File: src/hdl/pdfs_pkg.sv
// package for the parafoil deploy and flare sequencer: codes, widths and layouts
`timescale 1ns / 1ps

package pdfs_pkg;

  // number of pull and release pumps after deployment
  localparam int unsigned PUMP_COUNT = 2;
  localparam logic [3:0] PUMP_COUNT_W = 4'(PUMP_COUNT);
  localparam logic [3:0] PUMP_IDX_MAX = 4'd15;

  localparam int unsigned TMR_W = 20;
  localparam int unsigned CMD_W = 3;
  localparam int unsigned IN_DATA_W = 56;
  localparam int unsigned OUT_DATA_W = 48;
  localparam int unsigned CFG_ADDR_W = 3;
  localparam int unsigned CFG_DATA_W = 20;

  // phase codes
  localparam logic [2:0] PH_READY   = 3'd0;
  localparam logic [2:0] PH_DEPLOY  = 3'd1;
  localparam logic [2:0] PH_PULL    = 3'd2;
  localparam logic [2:0] PH_RELEASE = 3'd3;
  localparam logic [2:0] PH_GUIDED  = 3'd4;
  localparam logic [2:0] PH_FLARE   = 3'd5;
  localparam logic [2:0] PH_LANDED  = 3'd6;

  // servo modes
  localparam logic [1:0] SM_NEUTRAL = 2'd0;
  localparam logic [1:0] SM_PUMP    = 2'd1;
  localparam logic [1:0] SM_FLARE   = 2'd2;
  localparam logic [1:0] SM_GUIDED  = 2'd3;

  // commands
  localparam logic [2:0] CMD_TICK    = 3'd0;
  localparam logic [2:0] CMD_DEPLOY  = 3'd1;
  localparam logic [2:0] CMD_STOPPED = 3'd2;
  localparam logic [2:0] CMD_LANDING = 3'd3;
  localparam logic [2:0] CMD_SAMPLE  = 3'd4;

  // configuration register indexes
  localparam logic [2:0] REG_PULL_WAIT      = 3'd0;
  localparam logic [2:0] REG_DEPLOY_TIMEOUT = 3'd1;
  localparam logic [2:0] REG_PUMP_HOLD      = 3'd2;
  localparam logic [2:0] REG_PUMP_REST      = 3'd3;
  localparam logic [2:0] REG_FLARE_ENABLE   = 3'd4;
  localparam logic [2:0] REG_FLARE_ALT      = 3'd5;
  localparam logic [2:0] REG_FLARE_CONF     = 3'd6;
  localparam logic [2:0] REG_FLARE_DUR      = 3'd7;

  typedef struct packed {
    logic [1:0]         pad;
    logic [7:0]         low_count;
    logic signed [15:0] right_drive;
    logic signed [15:0] left_drive;
    logic               servo_enabled;
    logic [1:0]         servo_mode;
    logic [2:0]         phase;
  } result_t;

  typedef struct packed {
    logic [5:0]         pad;
    logic signed [15:0] guide_right;
    logic signed [15:0] guide_left;
    logic signed [15:0] ground_height_dm;
    logic               inside_map;
    logic               servos_still;
  } sample_t;

endpackage

File: src/hdl/parafoil_deploy_flare_sequencer.sv
// top level of the parafoil deploy and flare sequencer
`timescale 1ns / 1ps

// Parafoil deploy and flare sequencer. One word in gives one word out, and a new word can be
// taken every clock cycle while the skid register is empty: the whole state update is one
// pass of compare and count logic (two 20-bit down counters, an 8-bit saturating counter,
// one 16-bit signed compare) between the state registers and the result or skid register. A
// two-deep output stage (result register plus skid register) lets the block keep taking words
// while a result waits; s_axis_tready drops only when both are full. The command travels in
// s_axis_tuser. The phase goes ready, deployment, pull, release (pull/release repeated per
// pump), guided, flare and landed. Ticks are millisecond words; a timer armed with 0 or 1
// expires on the first tick. Configuration must be written through cfg_we_i / cfg_addr_i /
// cfg_wdata_i only while the block is idle; the block itself does not enforce this.
module parafoil_deploy_flare_sequencer
  import pdfs_pkg::*;
(
  input  logic                  clk_i,
  input  logic                  rst_ni,
  // configuration write port
  input  logic                  cfg_we_i,
  input  logic [CFG_ADDR_W-1:0] cfg_addr_i,
  input  logic [CFG_DATA_W-1:0] cfg_wdata_i,
  // input words
  input  logic                  s_axis_tvalid,
  output logic                  s_axis_tready,
  // servos_still, inside_map, ground_height_dm, guide_left, guide_right, zero fill
  input  logic [IN_DATA_W-1:0]  s_axis_tdata,
  // command
  input  logic [CMD_W-1:0]      s_axis_tuser,
  // result words
  output logic                  m_axis_tvalid,
  input  logic                  m_axis_tready,
  // phase, servo_mode, servo_enabled, left_drive, right_drive, low_count, zero fill
  output logic [OUT_DATA_W-1:0] m_axis_tdata
);

  // configuration registers
  logic [TMR_W-1:0]   pull_wait_q, deploy_timeout_q, pump_hold_q, pump_rest_q, flare_dur_q;
  logic               flare_en_q;
  logic signed [15:0] flare_alt_q;
  logic [7:0]         flare_conf_q;

  always_ff @(posedge clk_i or negedge rst_ni) begin
    if (!rst_ni) begin
      pull_wait_q      <= '0;
      deploy_timeout_q <= '0;
      pump_hold_q      <= '0;
      pump_rest_q      <= '0;
      flare_en_q       <= 1'b1;
      flare_alt_q      <= '0;
      flare_conf_q     <= 8'd1;
      flare_dur_q      <= '0;
    end else if (cfg_we_i) begin
      case (cfg_addr_i)
        REG_PULL_WAIT:      pull_wait_q      <= cfg_wdata_i;
        REG_DEPLOY_TIMEOUT: deploy_timeout_q <= cfg_wdata_i;
        REG_PUMP_HOLD:      pump_hold_q      <= cfg_wdata_i;
        REG_PUMP_REST:      pump_rest_q      <= cfg_wdata_i;
        REG_FLARE_ENABLE:   flare_en_q       <= cfg_wdata_i[0];
        REG_FLARE_ALT:      flare_alt_q      <= cfg_wdata_i[15:0];
        REG_FLARE_CONF:     flare_conf_q     <= cfg_wdata_i[7:0];
        REG_FLARE_DUR:      flare_dur_q      <= cfg_wdata_i;
        default: ;
      endcase
    end
  end

  // sequencer state
  logic [2:0]         phase_q, phase_d;
  logic [1:0]         mode_q, mode_d;
  logic               servo_on_q, servo_on_d;
  logic [TMR_W-1:0]   ph_tmr_q, ph_tmr_d;
  logic               ph_armed_q, ph_armed_d;
  logic [TMR_W-1:0]   dp_tmr_q, dp_tmr_d;
  logic               dp_armed_q, dp_armed_d;
  logic [3:0]         pump_idx_q, pump_idx_d;
  logic [7:0]         low_cnt_q, low_cnt_d;
  logic signed [15:0] left_q, left_d;
  logic signed [15:0] right_q, right_d;

  // output stage
  logic    out_valid_q, skid_valid_q;
  result_t out_q, skid_q;
  result_t result;

  logic    in_accept;
  sample_t smp;

  assign s_axis_tready = !skid_valid_q;
  assign in_accept     = s_axis_tvalid && s_axis_tready;
  assign smp           = s_axis_tdata;

  always_comb begin
    logic       dp_fire;
    logic       ph_fire;
    logic [7:0] low_next;

    phase_d    = phase_q;
    mode_d     = mode_q;
    servo_on_d = servo_on_q;
    ph_tmr_d   = ph_tmr_q;
    ph_armed_d = ph_armed_q;
    dp_tmr_d   = dp_tmr_q;
    dp_armed_d = dp_armed_q;
    pump_idx_d = pump_idx_q;
    low_cnt_d  = low_cnt_q;
    left_d     = left_q;
    right_d    = right_q;
    dp_fire    = 1'b0;
    ph_fire    = 1'b0;
    low_next   = low_cnt_q;

    if (in_accept) begin
      case (s_axis_tuser)
        CMD_TICK: begin
          // count down, expire at zero
          if (dp_armed_q) begin
            if (dp_tmr_q != '0) dp_tmr_d = dp_tmr_q - 1'b1;
            dp_fire = (dp_tmr_q <= TMR_W'(1));
            if (dp_fire) dp_armed_d = 1'b0;
          end
          if (ph_armed_q) begin
            if (ph_tmr_q != '0) ph_tmr_d = ph_tmr_q - 1'b1;
            ph_fire = (ph_tmr_q <= TMR_W'(1));
            if (ph_fire) ph_armed_d = 1'b0;
          end
          if (dp_fire && (phase_q inside {PH_DEPLOY, PH_PULL, PH_RELEASE})) begin
            // deploy timeout wins; pull keeps pump angles until the first sample
            if (phase_q != PH_PULL) mode_d = SM_NEUTRAL;
            phase_d    = PH_GUIDED;
            ph_armed_d = 1'b0;
            dp_armed_d = 1'b0;
          end else if (ph_fire) begin
            case (phase_q)
              PH_DEPLOY: begin
                mode_d = SM_NEUTRAL;
                if (PUMP_COUNT == 0) begin
                  phase_d    = PH_GUIDED;
                  dp_armed_d = 1'b0;
                end else begin
                  phase_d = PH_PULL;
                  mode_d  = SM_PUMP;
                end
              end
              PH_PULL: begin
                phase_d = PH_RELEASE;
                mode_d  = SM_NEUTRAL;
              end
              PH_RELEASE: begin
                mode_d = SM_NEUTRAL;
                if (pump_idx_q >= PUMP_COUNT_W || PUMP_COUNT == 0) begin
                  phase_d    = PH_GUIDED;
                  dp_armed_d = 1'b0;
                end else begin
                  phase_d = PH_PULL;
                  mode_d  = SM_PUMP;
                end
              end
              PH_FLARE: begin
                mode_d     = SM_NEUTRAL;
                phase_d    = PH_LANDED;
                servo_on_d = 1'b0;
              end
              default: ;
            endcase
          end
        end
        CMD_DEPLOY: begin
          if (phase_q == PH_READY) begin
            phase_d    = PH_DEPLOY;
            servo_on_d = 1'b1;
            ph_tmr_d   = pull_wait_q;
            ph_armed_d = 1'b1;
            dp_tmr_d   = deploy_timeout_q;
            dp_armed_d = 1'b1;
          end
        end
        CMD_STOPPED: begin
          // repeated reports while the phase timer runs are dropped
          if (smp.servos_still && !ph_armed_q) begin
            if (phase_q == PH_PULL) begin
              ph_tmr_d   = pump_hold_q;
              ph_armed_d = 1'b1;
            end else if (phase_q == PH_RELEASE) begin
              if (pump_idx_q != PUMP_IDX_MAX) pump_idx_d = pump_idx_q + 1'b1;
              ph_tmr_d   = pump_rest_q;
              ph_armed_d = 1'b1;
            end
          end
        end
        CMD_LANDING: begin
          if (phase_q == PH_GUIDED || phase_q == PH_FLARE) begin
            phase_d    = PH_LANDED;
            servo_on_d = 1'b0;
            ph_armed_d = 1'b0;
          end
        end
        CMD_SAMPLE: begin
          if (phase_q == PH_GUIDED) begin
            left_d  = smp.guide_left;
            right_d = smp.guide_right;
            mode_d  = SM_GUIDED;
            if (flare_en_q && smp.inside_map) begin
              if (smp.ground_height_dm <= flare_alt_q) begin
                low_next = (low_cnt_q == 8'hFF) ? low_cnt_q : low_cnt_q + 1'b1;
              end else begin
                low_next = '0;
              end
              low_cnt_d = low_next;
              if (low_next >= flare_conf_q) begin
                phase_d    = PH_FLARE;
                mode_d     = SM_FLARE;
                ph_tmr_d   = flare_dur_q;
                ph_armed_d = 1'b1;
              end
            end
          end
        end
        default: ;
      endcase
    end
  end

  always_ff @(posedge clk_i or negedge rst_ni) begin
    if (!rst_ni) begin
      phase_q    <= PH_READY;
      mode_q     <= SM_NEUTRAL;
      servo_on_q <= 1'b0;
      ph_tmr_q   <= '0;
      ph_armed_q <= 1'b0;
      dp_tmr_q   <= '0;
      dp_armed_q <= 1'b0;
      pump_idx_q <= '0;
      low_cnt_q  <= '0;
      left_q     <= '0;
      right_q    <= '0;
    end else begin
      phase_q    <= phase_d;
      mode_q     <= mode_d;
      servo_on_q <= servo_on_d;
      ph_tmr_q   <= ph_tmr_d;
      ph_armed_q <= ph_armed_d;
      dp_tmr_q   <= dp_tmr_d;
      dp_armed_q <= dp_armed_d;
      pump_idx_q <= pump_idx_d;
      low_cnt_q  <= low_cnt_d;
      left_q     <= left_d;
      right_q    <= right_d;
    end
  end

  // result word carries the state after this word
  always_comb begin
    result               = '0;
    result.phase         = phase_d;
    result.servo_mode    = mode_d;
    result.servo_enabled = servo_on_d;
    result.left_drive    = left_d;
    result.right_drive   = right_d;
    result.low_count     = low_cnt_d;
  end

  // output register plus skid register
  logic out_load;
  assign out_load = !out_valid_q || m_axis_tready;

  always_ff @(posedge clk_i or negedge rst_ni) begin
    if (!rst_ni) begin
      out_valid_q  <= 1'b0;
      skid_valid_q <= 1'b0;
    end else if (out_load) begin
      if (skid_valid_q) begin
        out_valid_q  <= 1'b1;
        skid_valid_q <= 1'b0;
      end else begin
        out_valid_q <= in_accept;
      end
    end else if (in_accept) begin
      skid_valid_q <= 1'b1;
    end
  end

  always_ff @(posedge clk_i) begin
    if (out_load) begin
      if (skid_valid_q) out_q <= skid_q;
      else if (in_accept) out_q <= result;
    end else if (in_accept) begin
      skid_q <= result;
    end
  end

  assign m_axis_tvalid = out_valid_q;
  assign m_axis_tdata  = out_q;

  // servos are powered exactly between deployment and landed
  a_servo_power: assert property (@(posedge clk_i) disable iff (!rst_ni)
    servo_on_q == (phase_q != PH_READY && phase_q != PH_LANDED))
    else $error("servo power out of step with phase");

  // skid register only fills behind a full output register
  a_skid_order: assert property (@(posedge clk_i) disable iff (!rst_ni)
    skid_valid_q |-> out_valid_q)
    else $error("skid word without output word");

  // deploy timeout runs only through deployment and pumping
  a_deploy_armed: assert property (@(posedge clk_i) disable iff (!rst_ni)
    dp_armed_q |-> (phase_q == PH_DEPLOY || phase_q == PH_PULL || phase_q == PH_RELEASE))
    else $error("deploy timer armed outside deployment");

  // phase timer never runs in ready, guided or landed
  a_phase_armed: assert property (@(posedge clk_i) disable iff (!rst_ni)
    ph_armed_q |-> (phase_q != PH_READY && phase_q != PH_GUIDED && phase_q != PH_LANDED))
    else $error("phase timer armed in untimed phase");

endmodule

File: config.mk
export PLATFORM = sky130hd
export DESIGN_NAME = parafoil_deploy_flare_sequencer
export DESIGN_NICKNAME = d
export VERILOG_FILES = /design/src/hdl/pdfs_pkg.sv /design/src/hdl/parafoil_deploy_flare_sequencer.sv
export SDC_FILE = /design/constraint.sdc
export NUM_CORES = 1
export LEC_CHECK = 0
export ABC_AREA = 1
export BUFFER_PORTS_ARGS = -buffer_cell sky130_fd_sc_hd__buf_2
export CAP_MARGIN = 25
export CORE_AREA = 3 3 225 227
export DETAILED_ROUTE_END_ITERATION = 7
export DIE_AREA = 0 0 228 230
export MAX_ROUTING_LAYER = met4
export SLEW_MARGIN = 20
export SYNTH_ARGS = -nofsm -noshare
export SYNTH_HDL_FRONTEND = slang
export SYNTH_SLANG_ARGS = --single-unit
File: constraint.sdc
create_clock -name clk_i -period 3.25 [get_ports clk_i]
set_input_delay 0.4875 -clock clk_i [delete_from_list [all_inputs] [get_ports clk_i]]
set_output_delay 0.4875 -clock clk_i [all_outputs]
set_load 0.02 [all_outputs]
==> impl_metrics.tcl <==
set metrics [dict create \
    status "finished, final reports clean" \
    grt_pass1_wl_um 62270 \
    crit_family "simple AND/OR/NAND/NOR gates" \
    final_critical_path_setup_slack_ns 0.2451 \
    synth_edf_count 92 \
    timing.final.setup_violations 0 \
    htreeDepth 2 \
    final_min_period_over_clock_period 0.9246 \
    share_of_final_layout_standard_cells_stronger_than_drive_strength_1 0.1429 \
    multi_input_area_um2 5565 \
    slew_headroom 0.3613 \
    syn-mean-instance-area_um2 8.660 \
    drt_drc_violations_left 0 \
    final_hold_viol_count 0 \
    cts_tree "yes" \
    final.setup.tns_ns 0 \
    setup.worst_path.class "flip-flop to flip-flop" \
    top_flip_flop_cell_by_instance_count_after_synthesis "sky130_fd_sc_hd__dfrtp_1" \
    hpwlAfterDp_um 25990 \
    cp.depth 26 \
    placement_rows 81 \
    min_delay_path_depth 3 \
    clock-root-buffer "sky130_fd_sc_hd__clkbuf_16" \
    numCtsBuffers 35 \
    viasPerCell 4.665 \
    cell_type_with_the_highest_aggregate_area_in_the_netlist "sky130_fd_sc_hd__dfrtp_1" \
    mappedNetlistArea_um2 14570 \
    synth_fa_ha_area_frac 0.02661 \
    core-area_um2 48850 \
    dpl-instance-area_um2 16110 \
    area_growth_pct 19.16 \
    synth.yosys.warnings 0 \
    reg2reg_depth 26 \
    yosys.area_share.xor_xnor 0.01623 \
    worstMarginPinSlew_ns 0.9570 \
    layout.cells.non_filler 2514 \
    num_vias 11730 \
    placed_cells 2448 \
    clkTransAtPathRegs_ns 0.06 \
    detailedRoute.firstPassIterationCount 5 \
    power.leakage_nw 8.191 \
    floorplan.die.height_um 230 \
    synthSimpleGateAreaFrac 0.2106 \
    yosys.area.top_type_share 0.3726 \
    netlist_instances 1683 \
    drt_wl_total_um 38910 \
    fillerInstances 5076 \
    timing_max_transition_violations_final 0 \
    synth_top_family_by_area "simple AND/OR/NAND/NOR gates" \
    finalInstanceArea_um2 17370 \
    critical_path.max_fanout 8 \
    synth-compound-area-share 0.1196 \
    cpMaxStageDelayCell "sky130_fd_sc_hd__dfrtp_1" \
    post-synth-top-count-cell "sky130_fd_sc_hd__nand2_1" \
    fin_skew_ns 0.01594 \
    maximum_number_of_pins_on_one_net_before_global_route_repair 79 \
    cell_repeated_most_along_the_worst_path "sky130_fd_sc_hd__nand2_1" \
    fp.dieArea_um2 52440 \
    synth_top_cells_by_count "497 x sky130_fd_sc_hd__nand2_1, 217 x sky130_fd_sc_hd__dfrtp_1, 184 x sky130_fd_sc_hd__nor2_1, 170 x sky130_fd_sc_hd__o21ai_0, 147 x sky130_fd_sc_hd__inv_1" \
    clock-sinks 311 \
    timing.hold.ws_ns 0.1913 \
    worst_setup_path_start_kind "flip-flop" \
    critical_path.n_buffers_inverters 5 \
    pre_cts_slack_ns -0.08682 \
    flops_latches_synth 311 \
    first_global_vias 11490 \
    global_route.overflow_total 0 \
    finish.utilization 0.3555 \
    post_drt_wl_per_cell_um 15.48 \
    synth_cell_types 43 \
    ant_nets 0 \
    gp_congestion 0.8786 \
    total_power_mw 11.47 \
    clk_latency_ns 0.53 \
    critical_path.endpoint_type "flip-flop" \
    sequential_area_share_after_synthesis 0.5658 \
    worst_ep_arrival_time_ns 3.42 \
    finalWorstPathRequiredPeriod_ns 3.005 \
    die_w_um 228 \
    min-delay-path-class "primary input to flip-flop" \
    power_density_nw_per_um2 660.3 \
    crit_path_max_incr_delay_ns 0.35 \
    seq_area_um2 8245 \
    synth.area.mux_share 0 \
    place.port_buffers 128 \
    maxCapViolCount 0 \
    achievable-frequency_mhz 332.8 \
    initial_core_util 0.2983 \
    initialDrtViolationCount 981 \
    worst_ir_drop_vdd_mv 0.3791 \
    async_flop_share 0.7042 \
    nets 1941 \
    grt_antenna_before_repair 2 \
    synthTopCellsByArea "sky130_fd_sc_hd__dfrtp_1 37%, sky130_fd_sc_hd__edfxtp_1 19%, sky130_fd_sc_hd__nand2_1 13%" \
    cts-root-to-sink-buffers 3 \
    gr-usage-all-layers 0.1511 \
    worst-endpoint-required_ns 3.67 \
    design.portCount 137 \
]
-- cell usage in the layout, fill, tap and decap left out, types with 5 or more instances in the layout --
master,synthesis,layout
sky130_fd_sc_hd__o21ai_0,170,169
sky130_fd_sc_hd__buf_2,12,127
sky130_fd_sc_hd__ha_4,0,5
sky130_fd_sc_hd__o21ai_1,13,14
sky130_fd_sc_hd__inv_1,147,146
sky130_fd_sc_hd__clkinv_2,0,6
sky130_fd_sc_hd__edfxtp_1,92,92
sky130_fd_sc_hd__o2111ai_1,5,5
sky130_fd_sc_hd__nor3_1,14,12
sky130_fd_sc_hd__a21boi_1,7,7
sky130_fd_sc_hd__clkbuf_8,0,5
sky130_fd_sc_hd__dfrtp_1,217,217
sky130_fd_sc_hd__a21oi_1,49,46
sky130_fd_sc_hd__nand4_1,9,9
sky130_fd_sc_hd__xor2_1,23,23
sky130_fd_sc_hd__nand2_1,497,494
sky130_fd_sc_hd__clkbuf_16,0,35
sky130_fd_sc_hd__ha_1,31,26
sky130_fd_sc_hd__clkbuf_1,46,8
sky130_fd_sc_hd__nand3_1,53,51
sky130_fd_sc_hd__buf_4,5,34
sky130_fd_sc_hd__inv_2,8,9
sky130_fd_sc_hd__nor2_1,184,182
sky130_fd_sc_hd__or2_2,6,6
sky130_fd_sc_hd__a31oi_1,46,46
sky130_fd_sc_hd__o211ai_1,8,8
-- state kept, by name, summed over array words and instances, names as in the netlist, 2 cells and up --
name / flops
pump_rest_q: 20
left_q: 16
right_q: 16
ph_tmr_q: 20
flare_conf_q: 8
mode_q: 2
pump_hold_q: 20
flare_alt_q: 16
low_cnt_q: 8
pull_wait_q: 20
skid_q: 46
dp_tmr_q: 20
deploy_timeout_q: 20
m_axis_tdata: 46
pump_idx_q: 4
flare_dur_q: 20
phase_q: 3
-- timing repair --
| item | in CTS | in global routing |
|---|---|---|
| endpoints found under the hold margin | 66 | 0 |
| hold buffers | 1 | 0 |
| resized for setup | 0 | 21 |
| endpoints found under the setup margin | 0 | 26 |
| buffers inserted | 0 | 1 |
-- tightest hold or removal path: stages --
cell and delay [ns]:
sky130_fd_sc_hd__buf_2 0.09, sky130_fd_sc_hd__nand2_1 0.04, sky130_fd_sc_hd__o21ai_0 0.05
-- path summary, 6_finish.rpt --
check	start	endpoint	slack (ns)
min in group asynchronous	rst_ni	right_q[13]	0.56
max reg2reg	flare_alt_q[7]	ph_tmr_q[14]	0.25
min reg2reg	pump_rest_q[17]	pump_rest_q[17]	0.48
max	flare_alt_q[7]	ph_tmr_q[14]	0.25
max in group asynchronous	rst_ni	deploy_timeout_q[12]	1.78
min	cfg_wdata_i[1]	flare_dur_q[1]	0.19
-- cell families after synthesis --
family,after synthesis
compound gates,316
xor+xnor,27
fa+ha+maj,31
buf+inv,223
flops,311
other cells,1
simple gates,774
-- power breakdown --
part	internal, mW	total, mW	switching, mW
logic	0.916	2.46	1.55
registers	4.67	5.13	0.454
clock network	2.27	3.88	1.61
total	7.86	11.5	3.61
-- routing by layer --
metal,up-vias,track usage,share of wire
met5,-,-,0
met4,0,0.04893,0.022
met3,49,0.02800,0.057
met2,305,0.2340,0.46
met1,5578,0.2012,0.47
li1,5797,-,-
-- area by class of cell --
type / instances / share of cell area
Inverter: 156 / 0.03415
Clock inverter: 13 / 0.007565
Tap cell: 664 / 0.04784
Timing Repair Buffer: 169 / 0.05865
Sequential cell: 311 / 0.4748
Antenna cell: 3 / 0.0004323
Clock buffer: 48 / 0.05612
Multi-Input combinational cell: 1150 / 0.3205
No activity file was read; power rests on OpenSTA's default activity.
